[src/rtl/core/awmd_pkg.sv]
// shared types, constants and register codes of the windowed motion detector
package awmd_pkg;

	// window geometry
	localparam int WINDOW  = 32;
	localparam int GROUP   = 8;
	localparam int NGROUPS = (WINDOW + GROUP - 1) / GROUP;
	localparam int PAD_W   = NGROUPS * GROUP;
	localparam int CNT_W   = $clog2(WINDOW + 1);
	localparam int GCNT_W  = $clog2(GROUP + 1);

	// field widths
	localparam int SMP_W    = 16;
	localparam int DELTA_W  = 16;
	localparam int NOISE_W  = 18;
	localparam int REQ_W    = 6;
	localparam int PAIR_W   = 6;
	localparam int PAIR_MAX = 63;
	localparam int IDX_W    = 3;
	localparam int DATA_W   = 18;

	// configuration register indexes
	typedef enum logic [IDX_W-1:0] {
		REG_MIN_DX  = 3'd0,
		REG_MIN_DY  = 3'd1,
		REG_MIN_DZ  = 3'd2,
		REG_MIN_CNT = 3'd3,
		REG_NOISE   = 3'd4
	} cfg_reg_t;

	// one three-axis reading
	typedef struct packed {
		logic signed [SMP_W-1:0] x;
		logic signed [SMP_W-1:0] y;
		logic signed [SMP_W-1:0] z;
	} sample_t;

	// pair match thresholds
	typedef struct packed {
		logic [DELTA_W-1:0] min_dx;
		logic [DELTA_W-1:0] min_dy;
		logic [DELTA_W-1:0] min_dz;
		logic [NOISE_W-1:0] noise;
	} thr_t;

	// per-cell control from the top level
	typedef struct packed {
		logic shift;
		logic load;
	} cell_ctrl_t;

endpackage

[src/rtl/core/awmd_cell.sv]
// one window slot: holds a sample, compares it with its newer neighbor
module awmd_cell import awmd_pkg::*; (
	input  logic       clk,
	input  logic       arst_n,
	input  cell_ctrl_t ctrl,
	input  thr_t       thr,
	input  sample_t    nb_smp,
	input  logic       nb_vld,
	output sample_t    smp,
	output logic       vld,
	output logic       flag
);

	sample_t            smp_q;
	logic               vld_q;
	logic               flag_s1;
	logic [DELTA_W-1:0] dx;
	logic [DELTA_W-1:0] dy;
	logic [DELTA_W-1:0] dz;
	logic [NOISE_W-1:0] sum;
	logic               match;

	function automatic logic [DELTA_W-1:0] absdiff(
		input logic signed [SMP_W-1:0] a,
		input logic signed [SMP_W-1:0] b
	);
		logic signed [SMP_W:0] d;
		d = {a[SMP_W-1], a} - {b[SMP_W-1], b};
		return d[SMP_W] ? DELTA_W'(-d) : DELTA_W'(d);
	endfunction

	// slot occupancy
	always_ff @(posedge clk or negedge arst_n) begin
		if (!arst_n) begin
			vld_q <= 1'b0;
		end else if (ctrl.shift) begin
			vld_q <= nb_vld;
		end
	end

	// sample moves one slot older on each accepted word
	always_ff @(posedge clk) begin
		if (ctrl.shift) begin
			smp_q <= nb_smp;
		end
	end

	// pair test against the newer neighbor
	always_comb begin
		dx    = absdiff(nb_smp.x, smp_q.x);
		dy    = absdiff(nb_smp.y, smp_q.y);
		dz    = absdiff(nb_smp.z, smp_q.z);
		sum   = NOISE_W'(dx) + NOISE_W'(dy) + NOISE_W'(dz);
		match = vld_q && nb_vld && (sum > thr.noise) &&
			(dx >= thr.min_dx) && (dy >= thr.min_dy) && (dz >= thr.min_dz);
	end

	// registered match flag
	always_ff @(posedge clk) begin
		if (ctrl.load) begin
			flag_s1 <= match;
		end
	end

	assign smp  = smp_q;
	assign vld  = vld_q;
	assign flag = flag_s1;

endmodule

[config.mk]
export PLATFORM = sky130hd
export DESIGN_NAME = awmd_cell
export DESIGN_NICKNAME = d
export VERILOG_FILES = /design/src/rtl/core/awmd_pkg.sv /design/src/rtl/core/awmd_cell.sv
export SDC_FILE = /design/constraint.sdc
export NUM_CORES = 1
export LEC_CHECK = 0
export BUFFER_PORTS_ARGS = -buffer_cell sky130_fd_sc_hd__buf_4
export CAP_MARGIN = 20
export CELL_PAD_IN_SITES_DETAIL_PLACEMENT = 1
export CELL_PAD_IN_SITES_GLOBAL_PLACEMENT = 2
export CORE_MARGIN = 5
export CORE_UTILIZATION = 36
export DETAILED_ROUTE_END_ITERATION = 12
export PLACE_DENSITY_LB_ADDON = 0.08
export SLEW_MARGIN = 20
export SYNTH_ARGS = -nofsm -noshare
export SYNTH_HDL_FRONTEND = slang
export SYNTH_SLANG_ARGS = --single-unit
[constraint.sdc]
create_clock -name clk -period 20.2 [get_ports clk]
set_input_delay 1.01 -clock clk [delete_from_list [all_inputs] [get_ports clk]]
set_output_delay 1.01 -clock clk [all_outputs]
set_load 0.005 [all_outputs]
==> Word level (Yosys, flattened, before mapping) <==
Cells that the tools add are included.
{ "classes": {"bitwise_logic": 0, "n_lt_le_gt_ge": 4, "n_addsub": 8, "mux": 3, "n_reduce_logical": 5, "eq_ne": 0, "div": 0, "mul": 0, "n_shift": 0} }
{ "op_table": {"columns": ["operator", "n"], "rows": [
  ["subtractor 16 x 16 -> 17 bit", 3],
  ["greater-or-equal comparator 16 bit", 3],
  ["two-way mux 16 bit", 3],
  ["negator 16 bit", 3],
  ["adder 17 x 16 -> 18 bit", 1],
  ["> comparator 18 bit", 1],
  ["adder 16 x 16 -> 17 bit", 1],
  ["logical AND 1 bit", 5]
]} }
{ "word_totals": {"n_memories": 0, "ramBits": 0, "inputBits": 119, "wordCells": 25, "romBits": 0, "latchBits": 0, "register_bits": 50, "out_inout_bits": 50} }

==> Logic depth before layout (Yosys ltp) <==
{ "depth": {"word_depth": 10, "ltp_mapped": 34, "ltp_nobuf": 33} }

==> Worst setup path before layout <==
Ideal clock, no wire load.
{ "synth_timing": {"path_kind": "input-to-reg", "from": "input nb_smp[32] (netlist name)", "to": "register flag_s1 (netlist: flag) (data pin)", "arrival_ns": 6.829, "stages": 32, "path_slack_ns": 13.108, "required_ns": 19.937, "setup_ns": 0.263, "n_path_buf": 1, "cell_sequence": "inv_1 -> ha_1 -> fa_1 -> nand2b_1 -> a21o_1 -> a21o_1 -> a211oi_1 -> o21a_1 -> o21ai_0 -> a21oi_1 -> clkbuf_1 -> nor2_1 -> xnor2_1 -> fa_1 -> inv_1 -> fa_1 -> nor2b_1 -> o21ai_0 -> a21boi_0 -> o21ai_0 -> a21oi_1 -> a41oi_1 -> a21oi_1 -> a21oi_1 -> xnor2_1 -> ha_1 -> a21o_1 -> a21o_1 -> a211oi_1 -> o31ai_1 -> o211ai_1 -> nor3_1"} }
{ "synth_via": {"elab_chain_cells": 10, "word_cells_on_any_way": 11, "cone_classes": "add/sub: 4; order compare: 2; mux: 1; reduce/logical: 4"} }
{ "synth_rtl": {"columns": ["element", "line", "text"], "rows": [
  ["start, declared", "awmd_cell.sv:7", "input sample_t nb_smp,"],
  ["subtractor 16 x 16 -> 17 bit (*)", "awmd_cell.sv:28", "d = {a[SMP_W-1], a} - {b[SMP_W-1], b};"],
  ["negator 16 bit", "awmd_cell.sv:29", "return d[SMP_W] ? DELTA_W'(-d) : DELTA_W'(d);"],
  ["two-way mux 16 bit (*)", "awmd_cell.sv:29", null],
  ["adder 16 x 16 -> 17 bit", "awmd_cell.sv:53", "sum = NOISE_W'(dx) + NOISE_W'(dy) + NOISE_W'(dz);"],
  ["adder 17 x 16 -> 18 bit", "awmd_cell.sv:53", null],
  ["> comparator 18 bit", "awmd_cell.sv:54", "match = vld_q && nb_vld && (sum > thr.noise) &&"],
  ["logical AND 1 bit", "awmd_cell.sv:54", null],
  ["logical AND 1 bit (*)", "awmd_cell.sv:54", null],
  ["logical AND 1 bit (*) (2 in series)", "awmd_cell.sv:55", "(dx >= thr.min_dx) && (dy >= thr.min_dy) && (dz >= thr.min_dz);"],
  ["via match", "awmd_cell.sv:21", "logic match;"],
  ["end signal, assigned", "awmd_cell.sv:61", "flag_s1 <= match;"],
  ["end, declared", "awmd_cell.sv:16", "logic flag_s1;"]
]} }
Mark *: on every way through the listed nets, which the timed path passes. The rest lies on a longest branch.
A chain may end at the register's enable or synchronous reset.

==> Worst setup path in the final report <==
{ "layout_timing": {"from": "input nb_smp[0] (netlist name)", "to": "register flag_s1 (netlist: flag) (data pin)"} }
{ "layout_via": {"elab_chain_cells": 9, "word_cells_on_any_way": 10, "cone_classes": "add/sub: 3; order compare: 2; mux: 1; reduce/logical: 4"} }
{ "layout_rtl": {"columns": ["element", "line"], "rows": [
  ["subtractor 16 x 16 -> 17 bit (*)", "awmd_cell.sv:28"],
  ["negator 16 bit", "awmd_cell.sv:29"],
  ["two-way mux 16 bit (*)", "awmd_cell.sv:29"],
  ["adder 17 x 16 -> 18 bit", "awmd_cell.sv:53"],
  ["> comparator 18 bit", "awmd_cell.sv:54"],
  ["logical AND 1 bit (2 in series)", "awmd_cell.sv:54"],
  ["logical AND 1 bit", "awmd_cell.sv:55"],
  ["logical AND 1 bit (*)", "awmd_cell.sv:55"],
  ["via match", "awmd_cell.sv:21"]
]} }
Marks and branches as above.

==> results by group <==
CTS
  – CTS resizes: 0
  – Setup bufs post-CTS: 0
  – H-tree Lvls: 2
  – Num Clock Sinks: 50
  – Worst-path clk slew: around 80 ps
  – Clk buf depth: 2
  – Clock latency on the worst-skew pair: around 310 ps
  – TritonCTS clock tree: done
  – Clock root cell: clkbuf_16
  – Hold buffers post-CTS: 0
  – Num CTS Buffers: 5

Final layout
  – Layout cells sized above 1: a little under a fifth
  – Nets: 1305
  – Layout area overhead: 23.1%
  – Layout fillers: ~2500
  – ANT cells: 0

Run
  – Max-cap violation count: 0

Yosys
  – Cell variety after synth: between 70 and 80
  – Ys Warns: 0
  – Post-synth ARST share: ~2.0%
  – Synth Register Bits: 50
  – Post-synth EDFFs: between 40 and 50
  – Syn_nets: 1137
  – Post-Syn Area: 0.00750 mm^2
  – Ys flop type: edfxtp_1
  – Post-synthesis average cell area: about 8.7 um^2
  – Sequential cell area fraction in the yosys report: between 10% and 20%
  – Cells after Synth: between 800 and 900

Critical path
  – CP startpoint kind: input pin
  – Critical path class: in2reg
  – Max FO, Critical Path: 14
  – Reg-to-reg critical path startpoint: smp[0]
  – Worst EP required: between 20000 and 25000 ps
  – CP most frequent cell: a21oi_1
  – CP max-delay cell: fa_1
  – Worst path max stage delay: 500 ps
  – Worst Setup SP: nb_smp[0]
  – Critical path arrival: approximately 8000 ps
  – Crit end category: register
  – Reg2Reg Setup Slack: around 13000 ps

Detailed routing
  – Via total after detailed routing: 6656
  – Overall routed net length: 22200 um
  – Initial DRC count: between 200 and 300
  – ANT nets after route: 0
  – Post-route DRC violation count: 0
  – Initial DRT Pass Iterations: 4
  – Vias per inst: 5.10
  – Wire per inst: approximately 17 um

Global route
  – Largest net degree at the start of global routing: 50
  – Grt total ovfl: 0
  – Vias in the first global route: between 7000 and 8000
  – First-pass GRT wire length: approximately 36000 um
  – Total GRT Usage: between 10% and 20%
  – Antenna violations before repair: 0

Timing
  – Slew Viols, Final: 0
  – Final Cycle Share: around two fifths
  – Setup tns final: 0 ps
  – Hold Vio Cnt, Final: 0
  – Maximum clock rate: 0.129 GHz
  – Minimum clock period: 7740 ps
  – Max_slew headroom: between 20% and 30%
  – Clk_skew: approximately 7.5 ps
  – Worst slew pin tran: 1080 ps
  – # setup viols final: 0
  – RSZ-0062 raised after global routing: false

Die
  – Width of the die: 154 um
  – Area of the core: 0.0204 mm^2
  – Core Rows: between 50 and 60
  – Die H: approximately 150 um
  – Starting density of the core: 36.9%
  – Die area: approximately 0.024 mm^2
  – IO Pins: about 170

Power
  – Tot Pwr: between 1 and 1.5 mW
  – Pleak: ~4.5 nW
  – Cell Pwr Density: about 140 mW/mm^2
  – Worst VDD drop: roughly 0.074 mV

Placement
  – Gpl congestion: around 0.83
  – IO buf count: 168
  – DPL Wire Length: between 15000 and 20000 um

Min path
  – Hold WC Path Type: in2async

Status
  – Status: completed
-- report_power, final --
group          switching (mW)  internal, mW
Clock                  0.0434        0.0587
Combinational           0.577         0.473
Sequential            0.00447         0.123
Total                   0.625         0.655
-- synth_stat cells (5+ instances only) --
| cell | number | share of area, % |
|---|---|---|
| nand2b_1 | 16 | 1.3 |
| edfxtp_1 | 49 | 20 |
| a21oi_1 | 61 | 4.1 |
| nand3b_1 | 5 | 0.50 |
| nand3_1 | 14 | 0.93 |
| a31oi_1 | 13 | 1.1 |
| xnor2_1 | 54 | 6.3 |
| o21ai_0 | 30 | 2.0 |
| or3_1 | 6 | 0.50 |
| o21bai_1 | 5 | 0.50 |
| nor2b_1 | 23 | 1.9 |
| nor2_1 | 60 | 3.0 |
| a21o_1 | 30 | 3.0 |
| o211ai_1 | 11 | 1.1 |
| o21a_1 | 17 | 1.7 |
| nand2_1 | 20 | 1.0 |
| nor4_1 | 8 | 0.67 |
| nor3_1 | 21 | 1.4 |
| a211oi_1 | 11 | 1.1 |
| fa_1 | 20 | 5.3 |
| and3_1 | 7 | 0.58 |
| nand4_1 | 8 | 0.67 |
| inv_1 | 136 | 6.8 |
| o2111ai_1 | 5 | 0.58 |
| xor2_1 | 30 | 3.5 |
| o31ai_1 | 5 | 0.50 |
| ha_1 | 132 | 22 |
| or2_2 | 6 | 0.50 |
-- placed cells by master, fill, tap and decap left out, types with 13 or more instances in the layout --
| master | instances |
|---|---|
| nor2b_1 | 23 |
| fa_1 | 20 |
| a21o_1 | 30 |
| nand2b_1 | 16 |
| a21oi_1 | 61 |
| nor2_1 | 60 |
| xnor2_1 | 54 |
| nand3_1 | 14 |
| o21ai_0 | 30 |
| o21a_1 | 17 |
| nor3_1 | 21 |
| nand2_1 | 20 |
| ha_1 | 132 |
| edfxtp_1 | 49 |
| inv_1 | 136 |
| a31oi_1 | 13 |
| xor2_1 | 30 |
| buf_4 | 169 |
-- cells by family (layout without fill, tap and decap cells) --
kind of cell               after synthesis  count (layout)  share of synthesized area (%)
and+or+nand+nor                        210             210                           15.0
adders and majority gates              152             152                           27.3
DFF                                     50              50                           19.9
AOI/OAI and AO/OA                      221             221                           19.9
buffers and inverters                  144             313                           7.35
muxes                                    5               5                          0.717
xor gates and xnor gates                84              84                           9.80
-- per-layer routing --
layer,vias up,track usage (%),routed length (um)
met4,0,3.11,202
met2,105,30.3,10100
met5,-,0,0
met1,3120,26.6,11100
met3,11,2.71,807
li1,3420,-,-
-- flip-flops by register name, summed over array words and instances, names as in the netlist --
| register | cells |
|---|---|
| flag | 1 |
| vld | 1 |
| smp | 48 |
-- worst max-delay path, delay by kind of cell --
family                     cells  cell delay (ps)
AOI/OAI and AO/OA             19             3910
xor gates and xnor gates       1              130
adders and majority gates      6             1920
buffers and inverters          4              260
muxes                          1              380
and+or+nand+nor                2              180
-- metrics by stage --
stage	std cells	area [um^2]	hold slack, ps	util (%)	setup WS, ps
floorplan	866	7500	528	-	13110
global placement	1297	9070	573	44.5	12320
detailed placement	1297	9070	567	44.5	12120
CTS	1305	9240	448	45.4	12410
global route	1305	9240	446	45.4	11930
finish	1305	9240	458	45.4	12460
-- final timing paths --
| check | end | depth (start not counted) |
|---|---|---|
| hold reg to reg | vld | 1 |
| min in group clk | vld | 1 |
| setup / recovery | flag | 33 |
| max in group asynchronous | vld | 1 |
| hold / removal | vld | 1 |
| setup reg to reg | flag | 31 |
-- cell type report --
| cell class | instances | area, um^2 | area share, % |
|---|---|---|---|
| clock buffers | 6 | 129 | 1.40 |
| clock inverters | 2 | 37.5 | 0.406 |
| multi-input cells | 672 | 5460 | 59.1 |
| inverters | 136 | 510 | 5.53 |
| well taps | 270 | 338 | 3.66 |
| flip-flops and latches | 50 | 1500 | 16.2 |
| repair buffers | 169 | 1270 | 13.7 |
(Power assumes the default switching activity.)
