<file path="src/rtl/core/awmd_pkg.sv">
// shared types, constants and register codes of the windowed motion detector
package awmd_pkg;

	// window geometry
	localparam int WINDOW  = 32;
	localparam int GROUP   = 8;
	localparam int NGROUPS = (WINDOW + GROUP - 1) / GROUP;
	localparam int PAD_W   = NGROUPS * GROUP;
	localparam int CNT_W   = $clog2(WINDOW + 1);
	localparam int GCNT_W  = $clog2(GROUP + 1);

	// field widths
	localparam int SMP_W    = 16;
	localparam int DELTA_W  = 16;
	localparam int NOISE_W  = 18;
	localparam int REQ_W    = 6;
	localparam int PAIR_W   = 6;
	localparam int PAIR_MAX = 63;
	localparam int IDX_W    = 3;
	localparam int DATA_W   = 18;

	// configuration register indexes
	typedef enum logic [IDX_W-1:0] {
		REG_MIN_DX  = 3'd0,
		REG_MIN_DY  = 3'd1,
		REG_MIN_DZ  = 3'd2,
		REG_MIN_CNT = 3'd3,
		REG_NOISE   = 3'd4
	} cfg_reg_t;

	// one three-axis reading
	typedef struct packed {
		logic signed [SMP_W-1:0] x;
		logic signed [SMP_W-1:0] y;
		logic signed [SMP_W-1:0] z;
	} sample_t;

	// pair match thresholds
	typedef struct packed {
		logic [DELTA_W-1:0] min_dx;
		logic [DELTA_W-1:0] min_dy;
		logic [DELTA_W-1:0] min_dz;
		logic [NOISE_W-1:0] noise;
	} thr_t;

	// per-cell control from the top level
	typedef struct packed {
		logic shift;
		logic load;
	} cell_ctrl_t;

endpackage

</file>
<file path="src/rtl/core/awmd_if.sv">


interface awmd_res_if import awmd_pkg::*; ();
	logic              valid;
	logic              ready;
	logic              motion_detected;
	logic [PAIR_W-1:0] matching_pairs;

	modport source (output valid, motion_detected, matching_pairs, input ready);
	modport sink (input valid, motion_detected, matching_pairs, output ready);
endinterface


</file>
<file path="src/rtl/core/awmd_count.sv">
// two-stage pair count and threshold compare feeding the result register
module awmd_count import awmd_pkg::*; (
	input  logic              clk,
	input  logic              arst_n,
	input  logic              in_vld,
	output logic              in_rdy,
	input  logic [WINDOW-1:0] flags,
	input  logic              has_pair,
	input  logic [REQ_W-1:0]  req,
	awmd_res_if.source        res
);

	logic [PAD_W-1:0]  flags_pad;
	logic [GCNT_W-1:0] gcnt_d [NGROUPS];
	logic [GCNT_W-1:0] gcnt_s2 [NGROUPS];
	logic              v2_q;
	logic              has_pair_s2;
	logic [CNT_W-1:0]  total;
	logic [CNT_W-1:0]  need;
	logic              det_d;
	logic [PAIR_W-1:0] pairs_d;
	logic              res_vld_q;
	logic              det_q;
	logic [PAIR_W-1:0] pairs_q;
	logic              en2;
	logic              en3;

	// stage enables
	assign en3    = !res_vld_q || res.ready;
	assign en2    = !v2_q || en3;
	assign in_rdy = en2;

	// per-group popcount
	assign flags_pad = PAD_W'(flags);
	always_comb begin
		for (int g = 0; g < NGROUPS; g++) begin
			gcnt_d[g] = '0;
			for (int b = 0; b < GROUP; b++) begin
				gcnt_d[g] = gcnt_d[g] + GCNT_W'(flags_pad[g*GROUP + b]);
			end
		end
	end

	// group count stage
	always_ff @(posedge clk or negedge arst_n) begin
		if (!arst_n) begin
			v2_q <= 1'b0;
		end else if (en2) begin
			v2_q <= in_vld;
		end
	end

	always_ff @(posedge clk) begin
		if (en2) begin
			gcnt_s2     <= gcnt_d;
			has_pair_s2 <= has_pair;
		end
	end

	// final sum and compare
	always_comb begin
		total = '0;
		for (int g = 0; g < NGROUPS; g++) begin
			total = total + CNT_W'(gcnt_s2[g]);
		end
		need    = (32'(req) > 32'(WINDOW)) ? CNT_W'(WINDOW) : CNT_W'(req);
		det_d   = has_pair_s2 && (total >= need);
		pairs_d = (total > CNT_W'(PAIR_MAX)) ? PAIR_W'(PAIR_MAX) : PAIR_W'(total);
	end

	// result register
	always_ff @(posedge clk or negedge arst_n) begin
		if (!arst_n) begin
			res_vld_q <= 1'b0;
		end else if (en3) begin
			res_vld_q <= v2_q;
		end
	end

	always_ff @(posedge clk) begin
		if (en3) begin
			det_q   <= det_d;
			pairs_q <= pairs_d;
		end
	end

	assign res.valid           = res_vld_q;
	assign res.motion_detected = det_q;
	assign res.matching_pairs  = pairs_q;

endmodule

</file>
<file path="src/flat_wrapper.sv">
// flat-port wrapper written by rule: the top's interface ports become plain ports
module awmd_count_flat import awmd_pkg::*;
  (clk, arst_n, in_vld, in_rdy, flags, has_pair, req, res_valid, res_motion_detected, res_matching_pairs, res_ready);
  awmd_res_if res_i ();
  input  logic clk;
  input  logic arst_n;
  input  logic in_vld;
  output logic in_rdy;
  input  logic [WINDOW-1:0] flags;
  input  logic has_pair;
  input  logic [REQ_W-1:0] req;
  output wire logic [$bits(res_i.valid)-1:0] res_valid;
  output wire logic [$bits(res_i.motion_detected)-1:0] res_motion_detected;
  output wire logic [$bits(res_i.matching_pairs)-1:0] res_matching_pairs;
  input wire logic [$bits(res_i.ready)-1:0] res_ready;
  assign res_valid = res_i.valid;
  assign res_motion_detected = res_i.motion_detected;
  assign res_matching_pairs = res_i.matching_pairs;
  assign res_i.ready = res_ready;
  awmd_count u_core (.clk(clk), .arst_n(arst_n), .in_vld(in_vld), .in_rdy(in_rdy), .flags(flags), .has_pair(has_pair), .req(req), .res(res_i));
endmodule
</file>
<file path="config.mk">
export PLATFORM = sky130hd
export DESIGN_NAME = awmd_count_flat
export DESIGN_NICKNAME = d
export VERILOG_FILES = /design/src/rtl/core/awmd_pkg.sv /design/src/rtl/core/awmd_if.sv /design/src/rtl/core/awmd_count.sv /design/src/flat_wrapper.sv
export SDC_FILE = /design/constraint.sdc
export NUM_CORES = 1
export LEC_CHECK = 0
export BUFFER_PORTS_ARGS = -buffer_cell sky130_fd_sc_hd__buf_2
export CAP_MARGIN = 5
export CELL_PAD_IN_SITES_DETAIL_PLACEMENT = 0
export CELL_PAD_IN_SITES_GLOBAL_PLACEMENT = 2
export CORE_ASPECT_RATIO = 0.7
export CORE_UTILIZATION = 37
export CTS_CLUSTER_SIZE = 30
export DETAILED_ROUTE_END_ITERATION = 8
export HOLD_SLACK_MARGIN = 0.1
export PLACE_DENSITY = 0.94
export SLEW_MARGIN = 20
export SYNTH_ARGS = -nofsm -noshare
export SYNTH_HDL_FRONTEND = slang
export SYNTH_SLANG_ARGS = --single-unit
export TNS_END_PERCENT = 30
</file>
<file path="constraint.sdc">
create_clock -name clk -period 7.3 [get_ports clk]
set_input_delay 0.365 -clock clk [delete_from_list [all_inputs] [get_ports clk]]
set_output_delay 0.365 -clock clk [all_outputs]
set_load 0.1 [all_outputs]
</file>
Word-level counts from Yosys, hierarchy flattened
Index checks and enable logic that the tools add are counted.
Word-level totals
  memories kept: 0
  output and inout bits: 9
  RAM bits: 0
  input port bits: 43
  bits in latches: 0
  register bits after elaboration: 26
  bits in read-only memories: 0
Cells by class
  bitwise logic cells: 0
  shift-type cells: 0
  muxes and demuxes: 1
  reductions and logical operators: 5
  multipliers: 0
  add/subtract/negate cells: 31
  divide/modulo/power cells: 0
  order comparisons: 3
  equality and inequality tests: 0
Operator list (number)
  adder 4 x 1 -> 4 bit: 24
  adder 6 x 4 -> 6 bit: 2
  > comparator 6 bit, second input constant: 2
  adder 1 x 1 -> 2 bit: 4
  >= comparator 6 bit: 1
  2-to-1 mux 6 bit: 1
  adder 4 x 4 -> 5 bit: 1
  zero test 1 bit: 2
  logical OR 1 bit: 2
  logical AND 1 bit: 1

Depth between registers and ports, before layout
  word-level depth: 7
  depth in mapped cells: 14
  depth with buffers taken out: 14

Worst setup path after synthesis
No wires, ideal clock.
  path type: flip-flop to flip-flop
  start: register u_core.gcnt_s2[8] in the netlist's numbering
  end: register u_core.det_q, in the netlist u_core.res.motion_detected (data pin)
  buffers on the path: 0
  clock period less this slack: 3.355 ns
  data arrival time: 3.100 ns
  data required time: 7.045 ns
  stages on the path, launching flop included: 13
  slack: 3.945 ns
  cell sequence: edfxtp_1 ha_1 fa_1 fa_1 ha_1 fa_1 a21oi_1 o21bai_1 ha_1 and2_1 o21ai_0 o31ai_1 a31o_1
On the way
  cells in the longest elaborated chain, start to end: 5
RTL lines
  start, declared: line awmd_count.sv:15  | logic [GCNT_W-1:0] gcnt_s2 [NGROUPS];
  start signal, assigned: line awmd_count.sv:55  | gcnt_s2 <= gcnt_d;
  adder 4 x 4 -> 5 bit: line awmd_count.sv:64  | total = total + CNT_W'(gcnt_s2[g]);
  adder 6 x 4 -> 6 bit (2 in a row): line awmd_count.sv:64
  named net u_core.total[5]: line awmd_count.sv:18  | logic [CNT_W-1:0] total;
  >= comparator 6 bit: line awmd_count.sv:67  | det_d = has_pair_s2 && (total >= need);
  logical AND 1 bit: line awmd_count.sv:67
  named net u_core.det_d: line awmd_count.sv:20  | logic det_d;
  end signal, assigned: line awmd_count.sv:82  | det_q <= det_d;
  end, declared: line awmd_count.sv:23  | logic det_q;
The timed path passes the listed nets, and every way through them passes these cells.
A chain may end at the register's enable or synchronous reset.

Worst setup path in the final report
  start: register u_core.gcnt_s2[12] in the netlist's numbering
  end: register u_core.det_q, in the netlist u_core.res.motion_detected (data pin)
The elaborated chain is that of the path after synthesis.

==> impl_results.rst <==
.. list-table::
   :header-rows: 1

   * - Metric
     - Value
   * - Final clock period utilization by the worst path
     - 0.4888
   * - Vias after detailed routing
     - 1269
   * - Ratio of total power to cell area
     - 461.0 nW/um^2
   * - Critical path capture point type
     - flop
   * - Element type at the critical path start
     - flop
   * - Final Skew
     - ~0.0061 ns
   * - Floorplan die width
     - roughly 90 um
   * - Cells on Worst Hold Path
     - 1
   * - Synthesized netlist net count
     - between 200 and 300
   * - Layout Nets
     - 327
   * - Setup Fix Bufs, Post-CTS
     - 0
   * - Number of antenna violations at the first check in global routing
     - 0
   * - Clk slew on worst S/H paths
     - 0.09 ns
   * - Post-synthesis instance total
     - approximately 180
   * - Clock tree from TritonCTS
     - built
   * - Number of remaining DRC errors
     - 0
   * - TNS Setup
     - 0 ns
   * - Register bit count reported by yosys
     - 26
   * - Clock Sink Count
     - 26
   * - Status
     - finished clean
   * - Ys Warns
     - 0
   * - DR vias/cell
     - 4.120
   * - Most common library cell in the layout ignoring fill and taps
     - sky130_fd_sc_hd__inv_1
   * - R2R cell count
     - 12
   * - Insertion delay to the later sink of the worst-skew pair
     - 0.27 ns
   * - Layout Area Growth over Synthesis
     - 20.38%
   * - FF-to-FF End
     - u_core.res.motion_detected
   * - Overall die area
     - 5866 um^2
   * - Hold endpoint
     - u_core.has_pair_s2
   * - Number of max-capacitance violations reported
     - 0
   * - Wire length per cell after detailed routing
     - between 9 and 10 um
   * - Arrival time at the worst endpoint
     - 3.60 ns
   * - Share of post-route cells with drive strength above 1
     - 0.2373
   * - Routed Antenna Nets
     - 0
   * - Total power draw
     - approximately 1.1 mW
   * - Bufs on Longest Clock Path
     - 2
   * - Starting utilization of the core area
     - 0.3892
   * - Avg Cell Area, Syn
     - 11.30 um^2
   * - R2r startpoint
     - u_core.gcnt_s2[12]
   * - Highest-count cells in the layout ignoring fill and taps
     - sky130_fd_sc_hd__inv_1, sky130_fd_sc_hd__buf_2, sky130_fd_sc_hd__ha_1
   * - Proportion of netlist area held by the largest area contributor
     - 0.3504
   * - Final Hold Viols
     - 0
   * - Worst Path Max Fanout
     - 3
   * - Number of unique standard cell types used by synthesis
     - 23
   * - Placed Cells incl. Taps
     - 303
   * - Via count of the first global-routing pass
     - ~1.3k
   * - Wire length of the first global-routing pass
     - ~5500 um
   * - Iter 0 DRT Violations
     - 24
   * - Number of core rows
     - 22
   * - Antenna fix cells
     - 0
   * - RSZ-0062 raised after global routing
     - false
   * - Main area contributors after synthesis
     - sky130_fd_sc_hd__edfxtp_1, sky130_fd_sc_hd__fa_1, sky130_fd_sc_hd__ha_1
   * - Final weighted congestion of routability-driven global placement
     - 0.7845
   * - Number of levels in the clock H-tree
     - 1
   * - Number of buffers inserted during clock tree synthesis
     - 3
   * - Type of the worst setup path
     - flop to flop
   * - Number of port buffers
     - 51
   * - Count of placed standard cells in the final layout, fillers left out
     - 308
   * - Dpl hpwl
     - 2582 um
   * - Class of the most critical hold timing path
     - primary input to flop
   * - Final setup violation count
     - 0
   * - Sum of routed wire length over all layers
     - 2980 um
   * - Clock tree root driver cell
     - sky130_fd_sc_hd__clkbuf_8
   * - Vertical die dimension
     - approximately 64 um
   * - Worst-case headroom to the max-slew limit
     - 0.3998
   * - Final critical-path required period
     - 3.568 ns
   * - Iteration count of the initial detailed-routing pass
     - 4
   * - Sequential cell area fraction in the yosys report
     - 0.3747
   * - Number of max-slew violations in the final report
     - 0
   * - Worst slew pin tran
     - 0.8976 ns
   * - Max Clk Rate
     - 0.2803 GHz
   * - Area of the core
     - ~5300 um^2
   * - Leakage power
     - 1.301 nW
   * - Mapped cell area
     - approximately 2000 um^2
   * - Residual overflow from global routing
     - 0
   * - Post-synth top area cell
     - sky130_fd_sc_hd__edfxtp_1
   * - Worst setup slack for register-to-register paths
     - 3.73 ns
   * - Critical Path RT
     - 7.33 ns
   * - IO Pins
     - 52
   * - Largest net degree at the start of global routing
     - 20
   * - Hold Path Origin
     - has_pair
   * - Worst voltage drop across the vdd grid
     - ~0.19 mV
   * - Overall Global Routing Usage
     - 0.1206
==> cell families (layout without fill, tap and decap cells) <==
family / count (synthesis) / after routing / share of synthesized area
buffers and inverters: 62 / 116 / 0.1131
adder cells (fa/ha/maj): 47 / 47 / 0.3662
flip-flops: 26 / 26 / 0.3747
AO/OA/AOI/OAI: 20 / 20 / 0.05900
AND/OR/NAND/NOR: 19 / 19 / 0.05292
XOR/XNOR: 8 / 8 / 0.03406
==> registers in the layout, summed over array words and instances (netlist names) <==
register,flops
u_core.res.matching_pairs,6
u_core.res.motion_detected,1
u_core.res.valid,1
u_core.gcnt_s2,16
u_core.has_pair_s2,1
u_core.v2_q,1
==> metal layers <==
metal / track usage / wire [um] / vias to the layer above / share of wire
met1: 0.1519 / 1459 / 570 / 0.49
li1: - / - / 668 / -
met5: 0 / 0 / - / 0
met3: 0.03810 / 167 / 2 / 0.056
met4: 0.02381 / 17 / 0 / 0.0057
met2: 0.2055 / 1336 / 29 / 0.45
==> layout make-up <==
type / instances / area, um^2
Clock buffer: 3 / 41.29
Timing Repair Buffer: 52 / 265.3
Sequential cell: 26 / 770.7
Clock inverter: 1 / 30.03
Tap cell: 72 / 90.09
Multi-Input combinational cell: 94 / 1054
Fill cell: 518 / 2809
Inverter: 60 / 225.2
==> through the flow <==
step | setup WS, ns | instance area [um^2] | utilization | hold slack, ns
floorplan | 3.945 | 2057 | - | 0.06941
global placement | 3.854 | 2395 | 0.4531 | 0.1500
detailed placement | 3.760 | 2395 | 0.4531 | 0.1518
CTS | 3.738 | 2476 | 0.4685 | 0.2637
global route | 3.560 | 2476 | 0.4685 | 0.2592
finish | 3.732 | 2476 | 0.4685 | 0.2701
==> worst max-delay path, cell delays in order, from the launching register on <==
cell	delay (ns)
sky130_fd_sc_hd__edfxtp_1	0.40
sky130_fd_sc_hd__ha_1	0.22
sky130_fd_sc_hd__fa_1	0.51
sky130_fd_sc_hd__fa_1	0.41
sky130_fd_sc_hd__ha_1	0.23
sky130_fd_sc_hd__fa_1	0.44
sky130_fd_sc_hd__a21oi_1	0.22
sky130_fd_sc_hd__o21bai_1	0.10
sky130_fd_sc_hd__ha_1	0.28
sky130_fd_sc_hd__and2_1	0.15
sky130_fd_sc_hd__o21ai_0	0.09
sky130_fd_sc_hd__o31ai_1	0.09
sky130_fd_sc_hd__a31o_1	0.18
==> worst max-delay path by stage <==
stage	startpoint	end	slack, ns	depth (start not counted)
5_1_grt	u_core.gcnt_s2[12]	u_core.res.motion_detected	3.56	12
6_report	u_core.gcnt_s2[12]	u_core.res.motion_detected	3.73	12
3_3_place_gp	u_core.gcnt_s2[8]	u_core.res.motion_detected	3.85	13
3_5_place_dp	u_core.gcnt_s2[12]	u_core.res.motion_detected	3.76	12
4_1_cts	u_core.gcnt_s2[12]	u_core.res.motion_detected	3.74	13
2_1_floorplan	u_core.gcnt_s2[8]	u_core.res.motion_detected	3.95	12
==> synthesized netlist by cell type <==
| cell type | number |
|---|---|
| sky130_fd_sc_hd__a21o_1 | 3 |
| sky130_fd_sc_hd__a21oi_1 | 10 |
| sky130_fd_sc_hd__a31o_1 | 1 |
| sky130_fd_sc_hd__and2_1 | 1 |
| sky130_fd_sc_hd__and3_4 | 1 |
| sky130_fd_sc_hd__clkbuf_1 | 2 |
| sky130_fd_sc_hd__dfrtp_1 | 2 |
| sky130_fd_sc_hd__edfxtp_1 | 24 |
| sky130_fd_sc_hd__fa_1 | 22 |
| sky130_fd_sc_hd__ha_1 | 25 |
| sky130_fd_sc_hd__inv_1 | 60 |
| sky130_fd_sc_hd__nand2_1 | 5 |
| sky130_fd_sc_hd__nand2b_1 | 4 |
| sky130_fd_sc_hd__nand3_1 | 1 |
| sky130_fd_sc_hd__nand3b_1 | 1 |
| sky130_fd_sc_hd__nor2_1 | 1 |
| sky130_fd_sc_hd__nor2b_1 | 5 |
| sky130_fd_sc_hd__o211ai_1 | 1 |
| sky130_fd_sc_hd__o21ai_0 | 2 |
| sky130_fd_sc_hd__o21bai_1 | 2 |
| sky130_fd_sc_hd__o31ai_1 | 1 |
| sky130_fd_sc_hd__xnor2_1 | 5 |
| sky130_fd_sc_hd__xor2_1 | 3 |
==> what timing repair did <==
| action | in CTS | in global routing |
|---|---|---|
| hold endpoints to repair | 2 | 0 |
| hold buffers | 1 | 0 |
| gates resized for setup | 0 | 0 |
==> power breakdown <==
group          internal (mW)  total, mW  switching, mW
Sequential             0.254      0.272         0.0179
Clock                 0.0733      0.119         0.0453
Combinational          0.283      0.751          0.468
Total                  0.610       1.14          0.531
Note: power is estimated with default switching activity, not from simulation.
